===== config.mk =====
export PLATFORM = sky130hd
export DESIGN_NAME = pcxd_out
export DESIGN_NICKNAME = d
export VERILOG_FILES = /design/src/rtl/pcxd_pkg.sv /design/src/rtl/pcxd_out.sv
export SDC_FILE = /design/constraint.sdc
export NUM_CORES = 1
export LEC_CHECK = 0
export ABC_AREA = 1
export BUFFER_PORTS_ARGS = -buffer_cell sky130_fd_sc_hd__buf_2
export CAP_MARGIN = 0
export CORE_MARGIN = 2
export CORE_UTILIZATION = 30
export DETAILED_ROUTE_END_ITERATION = 7
export PLACE_DENSITY = 0.6
export SLEW_MARGIN = 40
export SYNTH_ARGS = -nofsm -noshare
export SYNTH_HDL_FRONTEND = slang
export SYNTH_SLANG_ARGS = --single-unit

===== constraint.sdc =====
create_clock -name clk -period 4.94 [get_ports clk]
set_clock_uncertainty 0.15 [all_clocks]
set_input_delay 0.494 -clock clk [delete_from_list [all_inputs] [get_ports clk]]
set_output_delay 0.494 -clock clk [all_outputs]
set_load 0.02 [all_outputs]

===== src/rtl/pcxd_pkg.sv =====
// Shared types and constants for the PCX run-length image decoder.
// Used by the controller, datapath, output stage and top level; no dependencies.
package pcxd_pkg;

  localparam int MAX_LINE_BYTES_DEF = 1024;
  localparam int DIM_W              = 11;   // bytes_per_line and image_width registers
  localparam int HEIGHT_W           = 16;
  localparam int DIM_MAX            = 2047; // largest value an 11-bit dimension can hold
  localparam int BYTE_W             = 8;
  localparam int COUNT_W            = 6;
  localparam int PIX_W              = 24;
  localparam int CFG_IDX_W          = 2;
  localparam int CFG_DATA_W         = 16;
  localparam int USER_W             = 2;
  localparam logic [BYTE_W-1:0] RUN_MARK = 8'd192;

  typedef enum logic [CFG_IDX_W-1:0] {
    CFG_MODE   = 2'd0,
    CFG_BPL    = 2'd1,
    CFG_WIDTH  = 2'd2,
    CFG_HEIGHT = 2'd3
  } cfg_idx_t;

  // controller to datapath
  typedef struct packed {
    logic              place;       // place one decoded byte this cycle
    logic              place_last;  // last placement caused by the current input word
    logic [BYTE_W-1:0] data;
    logic              derive;      // load clamped bytes_per_line and height, start position recompute
    logic              div_step;    // one step of the position recompute
  } cmd_t;

  // datapath to output stage, one placed byte after the line store read
  typedef struct packed {
    logic             valid;
    logic             emit;
    logic             run_end;
    logic [PIX_W-1:0] value;
    logic             eor;
    logic             eoi;
  } pix_t;

  // usable line length, capped by the store size and the register width
  function automatic int bpl_limit(int max_bytes);
    return (max_bytes < DIM_MAX) ? max_bytes : DIM_MAX;
  endfunction

  // width of the position within a scanline across three planes
  function automatic int lp_width(int max_bytes);
    return $clog2(3 * bpl_limit(max_bytes));
  endfunction

endpackage


===== src/rtl/pcxd_out.sv =====
// Output stage for the PCX decoder: holds one pixel until it is known whether
// it ends its input word's run, then drives the output register. Depends on pcxd_pkg.
module pcxd_out (
  input  logic                         clk,
  input  logic                         rst,
  input  pcxd_pkg::pix_t               p1,
  output logic                         adv,
  output logic                         m_axis_tvalid,
  input  logic                         m_axis_tready,
  output logic [pcxd_pkg::PIX_W-1:0]   m_axis_tdata,
  output logic                         m_axis_tlast,
  output logic [pcxd_pkg::USER_W-1:0]  m_axis_tuser
);
  import pcxd_pkg::*;

  logic             h_v;
  logic             h_end;
  logic [PIX_W-1:0] h_value;
  logic             h_eor;
  logic             h_eoi;

  logic push;
  logic push_last;

  assign adv = !m_axis_tvalid || m_axis_tready;

  // the held pixel leaves at once if it ends its run, else once a later placement shows whether it was the last
  always_comb begin
    push      = h_v && (h_end || (p1.valid && (p1.emit || p1.run_end)));
    push_last = h_end || !p1.emit;
  end

  always_ff @(posedge clk) begin
    if (rst) begin
      h_v           <= 1'b0;
      m_axis_tvalid <= 1'b0;
    end else if (adv) begin
      m_axis_tvalid <= push;
      if (p1.valid && p1.emit) begin
        h_v <= 1'b1;
      end else if (push) begin
        h_v <= 1'b0;
      end
    end
  end

  always_ff @(posedge clk) begin
    if (adv) begin
      if (p1.valid && p1.emit) begin
        h_end   <= p1.run_end;
        h_value <= p1.value;
        h_eor   <= p1.eor;
        h_eoi   <= p1.eoi;
      end
      if (push) begin
        m_axis_tdata <= h_value;
        m_axis_tlast <= push_last;
        m_axis_tuser <= {h_eoi, h_eor};
      end
    end
  end

endmodule


==> results of run 1 <==
## synth_stat cells, drive strengths merged
library cell	n	share of area (%)
clkinv	1	0.29
nand2	4	0.86
inv	3	0.65
edfxtp	54	93
nand3	1	0.29
dfxtp	2	2.3
nor2	5	1.5
a21oi	2	0.79
## registers in the layout (all words and copies together), names as in the netlist
signal and cells:
h_end 1, m_axis_tdata 24, h_eoi 1, m_axis_tuser 2, h_v 1, h_value 24
m_axis_tlast 1, m_axis_tvalid 1, h_eor 1
## power breakdown
group | switching [mW] | internal, mW
Sequential | 0.00412 | 0.540
Clock | 0.135 | 0.150
Combinational | 0.0258 | 0.0154
## how the worst max path moves through the flow
stage                  endpoint  slack (ns)
2_1_floorplan   m_axis_tdata[0]        2.51
3_3_place_gp    m_axis_tdata[8]        2.84
3_5_place_dp    m_axis_tdata[3]        2.76
4_1_cts        m_axis_tdata[23]        3.02
5_1_grt         m_axis_tdata[4]        2.89
6_report        m_axis_tdata[9]        3.05
## worst max-delay path, cell delays in order, from the launching register on
cell and delay, ns:
edfxtp_1 0.36, clkinv_2 0.06, nand3_1 0.11, nand2_1 0.10
nor2_2 0.47, buf_4 0.34
## routing by layer
| layer | part of all wire (%) | track usage [%] |
|---|---|---|
| met5 | 0 | 0 |
| met4 | 0.93 | 3.56 |
| met3 | 8.9 | 4.49 |
| met2 | 50 | 14.8 |
| met1 | 40 | 10.4 |
## cell families after synthesis
kind of cell           Yosys count
DFF                             56
and+or+nand+nor                 10
buffers and inverters            4
AOI/OAI and AO/OA                2
## final cells by class
type	count	area, um2
Clock buffer	5	68.8
Clock inverter	3	42.5
Fill cell	522	3280
Inverter	4	16.3
Multi-Input combinational cell	12	65.1
Sequential cell	56	1660
Tap cell	72	90.1
Timing Repair Buffer	62	315
## metrics by stage
step	instances	hold slack (ns)	power [mW]	util [%]	cell area [um2]
2_1_floorplan	72	0.250	0.573	-	1740
3_3_place_gp	206	0.252	0.595	38.8	2150
3_5_place_dp	206	0.255	0.597	38.8	2150
4_1_cts	214	0.196	0.883	40.8	2260
5_1_grt	214	0.191	0.907	40.8	2260
6_report	214	0.213	0.870	40.8	2260
==> results.yml, run 1 <==
critical_path:
  reg2reg_to: "m_axis_tdata[9]"
  arrival_ns: 1.74
  crit_path_start: "h_end"
  worstPathRequired_ns: 4.79
  reg2reg_slack_ns: 3.05
  worstPathMaxFanout: 15
  ff2ff_path_depth: 5
  r2r_start: "h_end"
  worstSetupStartpointType: "register"
  end_kind: "register"
  worstSetupPathType: "register to register"
synth:
  synth-compound-area-share_pct: 0.792
  synth_cell_type_count: 11
  synth_fa_ha_area_share_pct: 0
  yosys-mux-area-fraction_pct: 0
  synthXorXnorAreaFrac_pct: 0
  ys_seq_elements: 56
  syn_area_um2: 1740
  syn_area_per_cell_um2: 24.1
  synth_seq_area_share_pct: 95.6
  synth_top_family_by_area: "simple AND/OR/NAND/NOR gates"
  syn-num-nets: 104
  yosys.area_share.simple_pct: 2.66
  ys_warn_count: 0
  syn_inst: 72
die:
  die_y_um: 80.1
  coreArea_um2: 5540
  start_util_pct: 31.4
  io_pins: 61
  fp-row-count: 27
  die_w_um: 80.1
  dieArea_um2: 6420
clocking:
  insertion_delay_ns: 0.30
  cts_buffers: 5
  cts_hold_repair.buffers: 0
  cts_setup_buffers: 0
  cts_sinks: 56
  h-tree-depth: 2
  cts_tree: "done"
  clk_path_buf_depth: 2
  clk_pin_slew_ns: 0.09
  root_buffer: "clkbuf_8"
  post_cts_resized: 0
layout:
  num_antenna_cells: 0
  area.growth.synth_to_final_pct: 30.0
  nets: 173
  final_cell_mix: "buf_2 (60), edfxtp_1 (54), clkbuf_8 (5)"
  drive_gt1_share_pct: 53.5
  final_common_cell: "buf_2"
min_path:
  hold_depth: 1
  hp-class: "input pin to register"
  hold_path_end: "h_value[1]"
  hp-start: "p1[3]"
placement:
  numPortBuffers: 60
  dp_hpwl_um: 2030
  preCtsSetupSlack_ns: 2.76
  gp_congestion: 0.707
global_routing:
  first_global_vias: 908
  track_usage_pct: 9.13
  grt_start_max_net_pins: 19
  antenna_found_initial: 0
  overflow: 0
  grt_pass1_wl_um: 4350
sta:
  fin_crit_ns: 1.89
  setup_tns_ns: 0
  drv_slew: 0
  max_slew.worst_pin.slew_ns: 0.590
  setup_viol: 0
  slew_headroom_pct: 60.7
  hold_viol: 0
  rsz0062_at_grt: "no"
  clock.fmax_ghz: 0.529
  period_share_pct: 38.2
  layout_setup_ws_ns: 3.05
drt:
  drtIter0Drc: 23
  drtAntennaViolNets: 0
  drcViolationCount: 0
  wl_per_cell_um: 12.6
  vias: 847
  wl_um: 2700
  first_pass_iters: 4
  viasPerCell: 3.96
power_and_ir_drop:
  power.density_nw_per_um2: 385
  p_leak_nw: 0.846
  peakVddDrop_mv: 0.213
flow_run:
  drv_cap: 0
status:
  status: "completed"
(Power assumes the default switching activity.)
==> run 2: changes to the inputs <==
--- a/config.mk
+++ b/config.mk
@@ -5,7 +5,7 @@
 export SDC_FILE = /design/constraint.sdc
 export NUM_CORES = 1
 export LEC_CHECK = 0
-export ABC_AREA = 1
+export ABC_AREA = 0
 export BUFFER_PORTS_ARGS = -buffer_cell sky130_fd_sc_hd__buf_2
 export CAP_MARGIN = 0
 export CORE_MARGIN = 2
==> constraint.sdc (replaced) <==
create_clock -name clk -period 1.8 [get_ports clk]
set_clock_uncertainty 0.15 [all_clocks]
set_input_delay 0.18 -clock clk [delete_from_list [all_inputs] [get_ports clk]]
set_output_delay 0.18 -clock clk [all_outputs]
set_load 0.02 [all_outputs]
==> run 2 against run 1 <==
Effect of this change:
- combinational power grew to 3.6 times the previous value
- design area grew 12%
- synthesized cell count fell by 6.9%
- sequential power rose to 2.7 times the previous value
- sequential share of layout area shrank 8.0 points
- critical path depth increased by 1
- highest routed layer unchanged
==> results.yml, run 2 <==
drt:
  drtIter0Drc: 29
  viasPerCell: 3.98
  vias: 943
  wl_um: 2800
  drtAntennaViolNets: 0
  drcViolationCount: 0
  first_pass_iters: 3
  wl_per_cell_um: 11.8
synth:
  synthTopCellsByArea: "edfxtp_1 (93%), dfxtp_1 (2.3%), a311oi_2 (0.86%), nand2b_4 (0.79%), nor2b_1 (0.72%)"
  synth_top_cell_area_share_pct: 92.8
  synth_ff_type: "edfxtp_1"
  synthXorXnorAreaFrac_pct: 0
  synth_seq_area_share_pct: 95.1
  synth_fa_ha_area_share_pct: 0
  syn_area_um2: 1750
  synth_top_family_by_area: "simple AND/OR/NAND/NOR gates"
  synth_common_cells: "edfxtp_1 (54), dfxtp_1 (2), nor2b_1 (2)"
  yosys.area_share.simple_pct: 2.93
  yosys-mux-area-fraction_pct: 0
  syn-num-nets: 99
  ys_warn_count: 0
  synth-compound-area-share_pct: 2.00
  ys_seq_elements: 56
  netlist.top_cell.by_area: "edfxtp_1"
  synth_cell_type_count: 12
  synth_edf_count: 54
  syn_area_per_cell_um2: 26.1
  synth_most_common_cell: "edfxtp_1"
  async_reset_ff_share_pct: 0
  syn_inst: 67
layout:
  nets: 197
  largest_registers: "h_value: 24 flops, m_axis_tdata: 24 flops, m_axis_tuser: 2 flops"
  fin_util_pct: 45.5
  final-instance-count-excl-fill: 237
  final_common_cell: "buf_2"
  num_antenna_cells: 0
  final_cell_mix: "buf_2 (60), edfxtp_1 (54), dlygate4sd3_1 (28)"
  drive_gt1_share_pct: 43.6
  fin_area_um2: 2540
  area.growth.synth_to_final_pct: 45.2
sta:
  clock.fmax_ghz: 0.627
  setup_viol: 0
  rsz0062_at_grt: "no"
  setup_tns_ns: 0
  period_share_pct: 88.5
  slew_headroom_pct: 85.4
  hold_viol: 0
  fin_crit_ns: 1.59
  drv_slew: 0
  max_slew.worst_pin.slew_ns: 0.219
critical_path:
  arrival_ns: 1.49
  worstPathMaxFanout: 27
  worstPathRequired_ns: 1.70
  worstSetupStartpointType: "input pin"
  end_kind: "register"
  worstSetupPathType: "input pin to register"
global_routing:
  grt_start_max_net_pins: 28
  track_usage_pct: 9.41
  first_global_vias: 924
  overflow: 0
  antenna_found_initial: 0
  grt_pass1_wl_um: 4460
placement:
  dpl_cell_area_um2: 2180
  dp_hpwl_um: 2010
  numPortBuffers: 60
  gp_congestion: 0.616
  place_inst: 202
power_and_ir_drop:
  p_leak_nw: 0.964
  power_switching_mw: 0.416
  power_frac_seq_pct: 66.5
  clkPwrFrac_pct: 26.9
  p_comb_share_pct: 6.6
  p_sw_share_pct: 18.6
  intPower_mw: 1.81
  power.total_mw: 2.23
  peakVddDrop_mv: 0.337
  power.density_nw_per_um2: 879
flow_run:
  drv_cap: 0
clocking:
  h-tree-depth: 2
  root_buffer: "clkbuf_8"
  cts_tree: "done"
  cts_setup_buffers: 0
  insertion_delay_ns: 0.29
  cts_sinks: 56
  clk_path_buf_depth: 2
  cts_buffers: 5
  clk_pin_slew_ns: 0.09
die:
  start_util_pct: 31.4
  dieArea_um2: 6450
  coreArea_um2: 5570
  io_pins: 61
  die_y_um: 80.3
  fp-row-count: 27
  die_w_um: 80.3
min_path:
  hp-class: "input pin to register"
status:
  status: "completed"
## run 2: cell types whose count changed after synthesis, sizes merged, moves of 2 or more
cell    before  now
nand2        4    1
a21oi        2    0
nand2b       0    2
inv          3    0
nor2b        0    2
nor2         5    0
## run 2: cell type report
cell class | instances | area (um2)
multi-input combinational | 11 | 93.8
timing repair buffer | 91 | 616
clock inverter | 2 | 7.51
tap | 72 | 90.1
fill | 507 | 3040
clock buffer | 5 | 68.8
sequential | 56 | 1660
## run 2: critical path, cell delays in order
cell           delay (ns)
dlygate4sd3_1        0.52
buf_2                0.12
o21ai_1              0.12
nand2b_1             0.12
and3_2               0.25
buf_12               0.17
## run 2: worst paths after layout
kind                 startpoint              end  slack [ns]  cells after the start
hold reg to reg      h_value[5]  m_axis_tdata[5]        0.27                      0
setup / recovery         p1[26]  m_axis_tdata[5]        0.21                      6
setup reg to reg          h_end  m_axis_tdata[5]        0.38                      3
hold / removal    m_axis_tready    m_axis_tvalid        0.07                      3
## run 2: power by group through the flow
stage / Sequential [mW] / Clock (mW) / Combinational [mW]
after global placement: 1.51 / 0 / 0.0995
after floorplan: 1.53 / 0 / 0.0257
after global routing: 1.49 / 0.682 / 0.162
final: 1.48 / 0.599 / 0.148
after CTS: 1.48 / 0.637 / 0.151
after detailed placement: 1.51 / 0 / 0.104
## run 2: repair_timing
item | 4_1_cts | 5_1_grt
hold buffers | 28 | 0
gates resized for setup | 0 | 0
hold endpoints to repair | 29 | 0
## run 2: routing by layer
metal | share of wire (%) | vias to the layer above | GRT usage [%]
met5 | 0 | - | 0
met1 | 37 | 441 | 9.74
met4 | 1.3 | 0 | 3.56
met3 | 6.6 | 6 | 3.48
li1 | - | 459 | -
met2 | 55 | 37 | 17.2
## run 2: cells by family after synthesis
kind of cell,count (synthesis)
AND/OR/NAND/NOR,7
AO/OA/AOI/OAI,4
flip-flops,56
## run 2: per-stage QoR
| step | hold slack, ns | setup slack (ns) |
|---|---|---|
| after detailed placement | 0.208 | 0.401 |
| after floorplan | 0.0979 | 0.227 |
| after CTS | 0.0593 | 0.206 |
| final | 0.0733 | 0.206 |
| after global placement | 0.207 | 0.451 |
| after global routing | 0.0590 | 0.177 |
