### src/rtl/pcxd_pkg.sv
// Shared types and constants for the PCX run-length image decoder.
// Used by the controller, datapath, output stage and top level; no dependencies.
package pcxd_pkg;

  localparam int MAX_LINE_BYTES_DEF = 1024;
  localparam int DIM_W              = 11;   // bytes_per_line and image_width registers
  localparam int HEIGHT_W           = 16;
  localparam int DIM_MAX            = 2047; // largest value an 11-bit dimension can hold
  localparam int BYTE_W             = 8;
  localparam int COUNT_W            = 6;
  localparam int PIX_W              = 24;
  localparam int CFG_IDX_W          = 2;
  localparam int CFG_DATA_W         = 16;
  localparam int USER_W             = 2;
  localparam logic [BYTE_W-1:0] RUN_MARK = 8'd192;

  typedef enum logic [CFG_IDX_W-1:0] {
    CFG_MODE   = 2'd0,
    CFG_BPL    = 2'd1,
    CFG_WIDTH  = 2'd2,
    CFG_HEIGHT = 2'd3
  } cfg_idx_t;

  // controller to datapath
  typedef struct packed {
    logic              place;       // place one decoded byte this cycle
    logic              place_last;  // last placement caused by the current input word
    logic [BYTE_W-1:0] data;
    logic              derive;      // load clamped bytes_per_line and height, start position recompute
    logic              div_step;    // one step of the position recompute
  } cmd_t;

  // datapath to output stage, one placed byte after the line store read
  typedef struct packed {
    logic             valid;
    logic             emit;
    logic             run_end;
    logic [PIX_W-1:0] value;
    logic             eor;
    logic             eoi;
  } pix_t;

  // usable line length, capped by the store size and the register width
  function automatic int bpl_limit(int max_bytes);
    return (max_bytes < DIM_MAX) ? max_bytes : DIM_MAX;
  endfunction

  // width of the position within a scanline across three planes
  function automatic int lp_width(int max_bytes);
    return $clog2(3 * bpl_limit(max_bytes));
  endfunction

endpackage

### src/rtl/pcxd_ctrl.sv
// Controller for the PCX decoder: run-marker parsing, run expansion and the
// position recompute after a register write. Depends on pcxd_pkg.
module pcxd_ctrl #(
  parameter int MAX_LINE_BYTES = pcxd_pkg::MAX_LINE_BYTES_DEF
) (
  input  logic                       clk,
  input  logic                       rst,
  input  logic                       in_valid,
  output logic                       in_ready,
  input  logic [pcxd_pkg::BYTE_W-1:0] in_data,
  input  logic                       cfg_wr_en,
  input  logic                       adv,
  input  logic                       image_done,
  output pcxd_pkg::cmd_t             cmd
);
  import pcxd_pkg::*;

  localparam int LP_W  = lp_width(MAX_LINE_BYTES);
  localparam int CNT_W = $clog2(LP_W + 1);
  localparam logic [CNT_W-1:0] CALC_LAST = CNT_W'(LP_W);

  typedef enum logic [1:0] {IDLE, EXPAND, CALC} state_t;

  state_t             state;
  logic               run_pending;
  logic [COUNT_W-1:0] run_length;
  logic [COUNT_W-1:0] remaining;
  logic [BYTE_W-1:0]  byte_q;
  logic [CNT_W-1:0]   calc_cnt;

  logic in_fire;
  logic is_mark;

  assign in_ready = (state == IDLE) && adv;
  assign in_fire  = in_valid && in_ready;
  assign is_mark  = in_data >= RUN_MARK;

  always_comb begin
    cmd = '0;
    unique case (state)
      IDLE: begin
        cmd.data = in_data;
        if (in_fire && !image_done) begin
          if (run_pending) begin
            cmd.place      = run_length != '0;
            cmd.place_last = run_length == COUNT_W'(1);
          end else if (!is_mark) begin
            cmd.place      = 1'b1;
            cmd.place_last = 1'b1;
          end
        end
      end
      EXPAND: begin
        cmd.data       = byte_q;
        cmd.place      = adv && !image_done;
        cmd.place_last = remaining == COUNT_W'(1);
      end
      CALC: begin
        cmd.derive   = calc_cnt == '0;
        cmd.div_step = calc_cnt != '0;
      end
      default: cmd = '0;
    endcase
  end

  always_ff @(posedge clk) begin
    if (rst) begin
      state       <= IDLE;
      run_pending <= 1'b0;
      run_length  <= '0;
      remaining   <= '0;
      calc_cnt    <= '0;
    end else if (cfg_wr_en) begin
      state    <= CALC;
      calc_cnt <= '0;
    end else begin
      unique case (state)
        IDLE: begin
          if (in_fire && !image_done) begin
            if (run_pending) begin
              run_pending <= 1'b0;
              remaining   <= run_length - COUNT_W'(1);
              byte_q      <= in_data;
              if (run_length > COUNT_W'(1)) begin
                state <= EXPAND;
              end
            end else if (is_mark) begin
              run_pending <= 1'b1;
              run_length  <= in_data[COUNT_W-1:0];
            end
          end
        end
        EXPAND: begin
          if (image_done) begin
            state <= IDLE;
          end else if (adv) begin
            remaining <= remaining - COUNT_W'(1);
            if (remaining == COUNT_W'(1)) begin
              state <= IDLE;
            end
          end
        end
        CALC: begin
          if (calc_cnt == CALC_LAST) begin
            state <= IDLE;
          end else begin
            calc_cnt <= calc_cnt + CNT_W'(1);
          end
        end
        default: state <= IDLE;
      endcase
    end
  end

endmodule

### config.mk
export PLATFORM = sky130hd
export DESIGN_NAME = pcxd_ctrl
export DESIGN_NICKNAME = d
export VERILOG_FILES = /design/src/rtl/pcxd_pkg.sv /design/src/rtl/pcxd_ctrl.sv
export SDC_FILE = /design/constraint.sdc
export NUM_CORES = 1
export LEC_CHECK = 0
export BUFFER_PORTS_ARGS = -buffer_cell sky130_fd_sc_hd__buf_2
export CORE_ASPECT_RATIO = 1.2
export CORE_MARGIN = 3
export CORE_UTILIZATION = 59
export DETAILED_ROUTE_END_ITERATION = 10
export HOLD_SLACK_MARGIN = 0.06
export PLACE_DENSITY = 0.95
export RECOVER_POWER = 50
export SLEW_MARGIN = 20
export SYNTH_ARGS = -nofsm -noshare
export SYNTH_HDL_FRONTEND = slang
export SYNTH_SLANG_ARGS = --single-unit
### constraint.sdc
create_clock -name clk -period 2.8 [get_ports clk]
set_input_delay 0.28 -clock clk [delete_from_list [all_inputs] [get_ports clk]]
set_output_delay 0.28 -clock clk [all_outputs]
set_load 0.005 [all_outputs]
==> results of run 1 <==
## flip-flops by register name (all words and copies together) (netlist names)
register and cells:
byte_q 8, remaining 6, run_length 6, calc_cnt 4, state 2, run_pending 1
## worst max-delay path: stages, from the launching register on
cell and delay, ps:
dfxtp_1 530, nor4b_1 600, nand2_1 170, a311o_1 340, o21ai_1 70, buf_2 130
## layer usage
layer | up-vias | routed length (microns) | track usage (%)
li1 | 650 | - | -
met1 | 616 | 1350 | 27.1
met2 | 54 | 1760 | 42.0
met3 | 8 | 216 | 2.15
met4 | 0 | 57 | 12.4
met5 | - | 0 | 0
## cell usage after synthesis (6+ instances only)
library cell	count
a21oi_1	11
mux2i_1	14
dfxtp_1	19
nand3_1	10
edfxtp_1	8
inv_1	6
o21ai_1	8
nand2_1	7
nor2_1	28
ha_1	7
## layout make-up
cell class                      instances  area (sq um)
Clock inverter                          1          5.00
Fill cell                             191           722
Clock buffer                            3          22.5
Inverter                                6          22.5
Timing Repair Buffer                   26           116
Tap cell                               31          38.8
Sequential cell                        27           621
Multi-Input combinational cell        128           830
## where the power goes
part / internal [mW] / total [mW] / switching [mW]
clock: 0.0536 / 0.167 / 0.114
combinational: 0.0276 / 0.0644 / 0.0368
sequential: 0.404 / 0.410 / 0.00566
## metrics by stage
stage	instance area, sq um	hold slack [ps]
floorplan	1530	349
global placement	1670	472
detailed placement	1670	502
CTS	1690	153
global route	1660	199
finish	1660	198
## worst paths after layout
check / startpoint / endpoint / slack (ps) / cells after the start
max: state[0] / cmd[11] / 350 / 5
max reg2reg: state[0] / byte_q[3] / 570 / 3
min reg2reg: calc_cnt[1] / calc_cnt[1] / 530 / 2
min: in_data[5] / byte_q[5] / 200 / 1
## cell families after synthesis
group                      count (synthesis)
and+or+nand+nor                           69
AOI/OAI and AO/OA                         32
DFF                                       27
muxes                                     14
buffers and inverters                     12
adders and majority gates                  7
xor gates and xnor gates                   6
==> results by group, run 1 <==
Status
  • Status: finished, final reports clean

Power
  • PwrDens: 388 nW/um^2
  • Peak VDD IR: ~0.33 mV
  • LEAKAGE: 0.610 nW
  • Total power: 0.642 mW

Synthesis
  • Syn avg cell area: 9.16 sq um
  • Simple-Gate Fraction of Synth Area: 24.7%
  • Ys Warns: 0
  • EDFF count, synth: 8
  • Yosys top cell area share: ~25%
  • Compound-Gate Fraction of Synth Area: between 10% and 20%
  • Synth Area in XOR/XNOR: between 3 and 4%
  • Syn nets: 188
  • Synth Area in Adders: 5.72%
  • Largest family of logic cells by synthesized area: simple AND/OR/NAND/NOR gates
  • Syn Inst Count: roughly 170
  • Post-synth ARST share: 0%
  • Top FF cell, synth: dfxtp_1
  • Synth area leader: dfxtp_1
  • Mux contribution to synthesized area: under 10%
  • Yosys reg bits: 27
  • Synth area leaders: dfxtp_1 (25%), edfxtp_1 (16%), mux2i_1 (9.2%)
  • Share of the yosys chip area belonging to registers: 40.6%
  • Library cells used by synthesis: 42
  • Syn Std Cell Area: 1530 sq um

STA
  • Clock period minus worst slack: 2450 ps
  • Max Freq: between 0.4 and 0.5 GHz
  • Slew HR: 55.6%
  • Final hold violations: 0
  • Max-slew violations: 0
  • Worst-Margin Slew: ~660 ps
  • Worst Slack Setup Final: 346 ps
  • Setup_tns: 0 ps
  • Tcrit/Tclk final: 87.6%
  • RSZ-0062 raised after global routing: false
  • Final setup fails: 0
  • Worst Skew: ~13 ps

Detailed routing
  • Via Count: approximately 1.3k
  • Final ANT Viol Nets: 0
  • Routed wire length: between 3 and 4 mm
  • Initial DRC Count: 80
  • Via/cell ratio: 5.98
  • DR WL/cell: 15.3 microns
  • Drt drc: 0
  • DRT Pass-1 Iters: 4

Worst setup path
  • Worst-path maximum fanout: 14
  • CP Data Required Time: around 2500 ps
  • WP data arrival: 2170 ps
  • Endpoint class of the critical path: primary output
  • Setup CP Type: reg -> out
  • CP startpoint kind: flop

CTS
  • CTS Hold Bufs: 0
  • CTS tree: built
  • Post-cts gate resize count: 0
  • Root buf cell: clkbuf_4
  • Post-CTS setup buffers: 0
  • Clock latency on the worst-skew pair: 330 ps
  • CTS max path bufs: 2
  • Htree depth: 1
  • Reg clk slew, reported paths: 150 ps
  • Num CTS Buffers: 3
  • CTS sink count: 27

Placement
  • DPL Wire Length: 2.66 mm
  • DP Cell Count: 218
  • Pre-CTS setup slack: 824 ps
  • PortBufs: 26
  • GPL Wtd Cong: 0.850

Finish
  • Synthesis-to-layout area growth: 8.18%
  • N_diodes: 0
  • Fraction of layout cells with a size suffix above 1: between 10% and 20%
  • Finished Layout Cells: 222
  • Net count, final: 213
  • Most frequent cells in the layout: nor2_1 (28), dfxtp_1 (19), mux2i_1 (14), buf_2 (14)
  • Final Util: a little over two thirds
  • Leading cell type in the layout, fill and taps excluded: nor2_1

Floorplan
  • Die width: roughly 52 microns
  • Initial Utilization: 64.4%
  • Die Span Y: 61.8 microns
  • Core box area: 2380 sq um
  • I/O Pins: 27
  • Area of the die: around 3200 sq um
  • Row count: 19

Hold path
  • Hold WC Path Type: in -> reg

Global routing
  • Grt total ovfl: 0
  • Initial antenna violation count: 0
  • Total GRT Usage: 23.2%
  • First-pass GRT wire length: 5.62 mm
  • Pin count of the biggest net entering global routing: 17
  • Vias in the first global route: between 1k and 1.5k

Flow run
  • Max cap viols: 0
No activity file was read; power rests on OpenSTA's default activity.
==> run 2: changes to the inputs <==
--- a/config.mk
+++ b/config.mk
@@ -5,6 +5,7 @@
 export SDC_FILE = /design/constraint.sdc
 export NUM_CORES = 1
 export LEC_CHECK = 0
+export ABC_AREA = 1
 export BUFFER_PORTS_ARGS = -buffer_cell sky130_fd_sc_hd__buf_2
 export CORE_ASPECT_RATIO = 1.2
 export CORE_MARGIN = 3
==> results by group, run 2 <==
STA
  • Final hold violations: 0
  • Setup_tns: 0 ps
  • Tcrit/Tclk final: 76.1%
  • Final setup fails: 0
  • Worst Slack Setup Final: 669 ps
  • Max Freq: 0.469 GHz
  • Clock period minus worst slack: 2130 ps
  • Slew HR: between 50 and 60%
  • Worst Skew: approximately 1.5 ps
  • RSZ-0062 raised after global routing: false
  • Max-slew violations: 0
  • Worst-Margin Slew: 680 ps

Finish
  • Final Util: roughly 70%
  • Number of flip-flops under the largest register name: 8
  • Leading cell type in the layout, fill and taps excluded: nor2_1
  • N_diodes: 0
  • Fillers: between 200 and 250
  • Most frequent cells in the layout: nor2_1 (39), inv_1 (27), nand2_1 (26), o21ai_0 (19), dfxtp_1 (19)
  • Top Registers: byte_q: 8 flops, remaining: 6 flops, run_length: 6 flops
  • Final Cell Area: between 1500 and 2000 sq um
  • Largest Register: byte_q
  • Synthesis-to-layout area growth: 7.98%
  • Fraction of layout cells with a size suffix above 1: 16.5%
  • Net count, final: 253

Detailed routing
  • DR WL/cell: 12.9 microns
  • Final ANT Viol Nets: 0
  • Via/cell ratio: between 5 and 6
  • Via Count: 1,452
  • Routed wire length: 3.38 mm
  • DRT Pass-1 Iters: 4
  • Drt drc: 0
  • Initial DRC Count: 45

CTS
  • CTS tree: built
  • Post-cts gate resize count: 0
  • CTS sink count: 27
  • CTS max path bufs: 2
  • Num CTS Buffers: 3
  • Reg clk slew, reported paths: 160 ps
  • Root buf cell: clkbuf_4
  • Post-CTS setup buffers: 0
  • Clock latency on the worst-skew pair: 330 ps
  • Htree depth: 1
  • CTS Hold Bufs: 0

Placement
  • Placed cell areas: 1730 sq um
  • PortBufs: 26
  • Pre-CTS setup slack: around 1000 ps
  • DPL Wire Length: around 2.6 mm
  • GPL Wtd Cong: about 0.85

Floorplan
  • Die width: 53.3 microns
  • Row count: 19
  • Die Span Y: 62.8 microns
  • I/O Pins: 27
  • Initial Utilization: 65.3%
  • Core box area: 2420 sq um
  • Area of the die: 3350 sq um

Worst setup path
  • Worst-path maximum fanout: 4
  • CP max-delay cell: dfxtp_1
  • WP data arrival: 1850 ps
  • CP Data Required Time: 2520 ps
  • WP buf/inv: 3
  • Slowest stage delay, CP: about 360 ps
  • CP startpoint kind: flop
  • Setup CP Type: reg -> out
  • CP cell instances: inv_1 -> nand2_1 -> nor3_1 -> inv_1 -> nor2_1 -> o21ai_0 -> o21ai_0 -> buf_2
  • Endpoint class of the critical path: primary output
  • CP delay by family, top: simple AND/OR/NAND/NOR gates

Synthesis
  • Most frequent cell after synthesis: nor2_1
  • Yosys reg bits: 27
  • Yosys top cell area share: 24.0%
  • Most common library cells after synthesis: nor2_1 (38), nand2_1 (25), inv_1 (24)
  • Synth area leader: dfxtp_1
  • Ys Warns: 0
  • Share of the yosys chip area belonging to registers: 39.2%
  • Syn avg cell area: 7.80 sq um
  • Synth area leaders: dfxtp_1 (24%), edfxtp_1 (15%), nor2_1 (9.0%)
  • Syn nets: 224
  • Syn Std Cell Area: 1580 sq um
  • Post-synth ARST share: 0%
  • Library cells used by synthesis: 29
  • Top FF cell, synth: dfxtp_1
  • EDFF count, synth: 8
  • Syn Inst Count: 203

Power
  • PwrDens: 425 nW/um^2
  • Peak VDD IR: around 0.38 mV
  • LEAKAGE: 0.771 nW
  • Total power: 0.727 mW

Global routing
  • Total GRT Usage: between 20 and 25%
  • Grt total ovfl: 0
  • Pin count of the biggest net entering global routing: 18
  • First-pass GRT wire length: 5.71 mm
  • Vias in the first global route: 1,347
  • Initial antenna violation count: 0

Status
  • Status: finished, final reports clean

Hold path
  • Hold WC Path Type: in -> reg

Flow run
  • Max cap viols: 0
run 2: path summary, 6_finish.rpt:
kind,end,slack [ps],cells past startpoint,from
worst max-delay path,cmd[11],670,8,state[0]
worst min-delay path,byte_q[6],170,1,in_data[6]
worst max register to register,byte_q[4],860,5,state[0]
worst min register to register,remaining[5],500,2,remaining[5]
run 2: where the power goes:
part | switching, mW | internal, mW
combinational | 0.0738 | 0.0513
clock | 0.127 | 0.0584
sequential | 0.00704 | 0.410
run 2: cell type report:
cell class	count	area [sq um]	area share, %
clock inverter	1	8.76	0.512
multi-input combinational	145	787	46.0
sequential	27	621	36.3
clock buffer	3	22.5	1.32
inverter	29	114	6.66
timing repair buffer	26	119	6.95
tap	31	38.8	2.27
run 2: per-stage QoR:
step	std cells	hold WS, ps
after floorplan	203	349
after global placement	258	470
after detailed placement	258	480
after CTS	262	144
after global routing	262	179
final	262	173
run 2: worst register-to-register path: stages (launching register included):
cell and delay (ps):
dfxtp_1 360, inv_1 60, nand2_1 170, nor3_1 340, nand2_1 130, nor2_1 550
run 2: layer usage:
| layer | up-vias | track usage (%) | wire, microns |
|---|---|---|---|
| met5 | - | 0 | 0 |
| met2 | 47 | 37.6 | 1790 |
| met1 | 664 | 27.1 | 1390 |
| met3 | 8 | 2.86 | 127 |
| met4 | 0 | 10.9 | 66 |
| li1 | 733 | - | - |
run 2: kinds of logic (layout without fill, tap and decap cells):
logic type | count (synthesis) | count (layout) | share of synthesized area, %
and+or+nand+nor | 97 | 97 | 29.6
AOI/OAI and AO/OA | 39 | 39 | 15.9
buffers and inverters | 31 | 59 | 8.61
DFF | 27 | 27 | 39.2
adders and majority gates | 7 | 7 | 5.53
xor gates and xnor gates | 1 | 1 | 0.553
muxes | 1 | 1 | 0.632
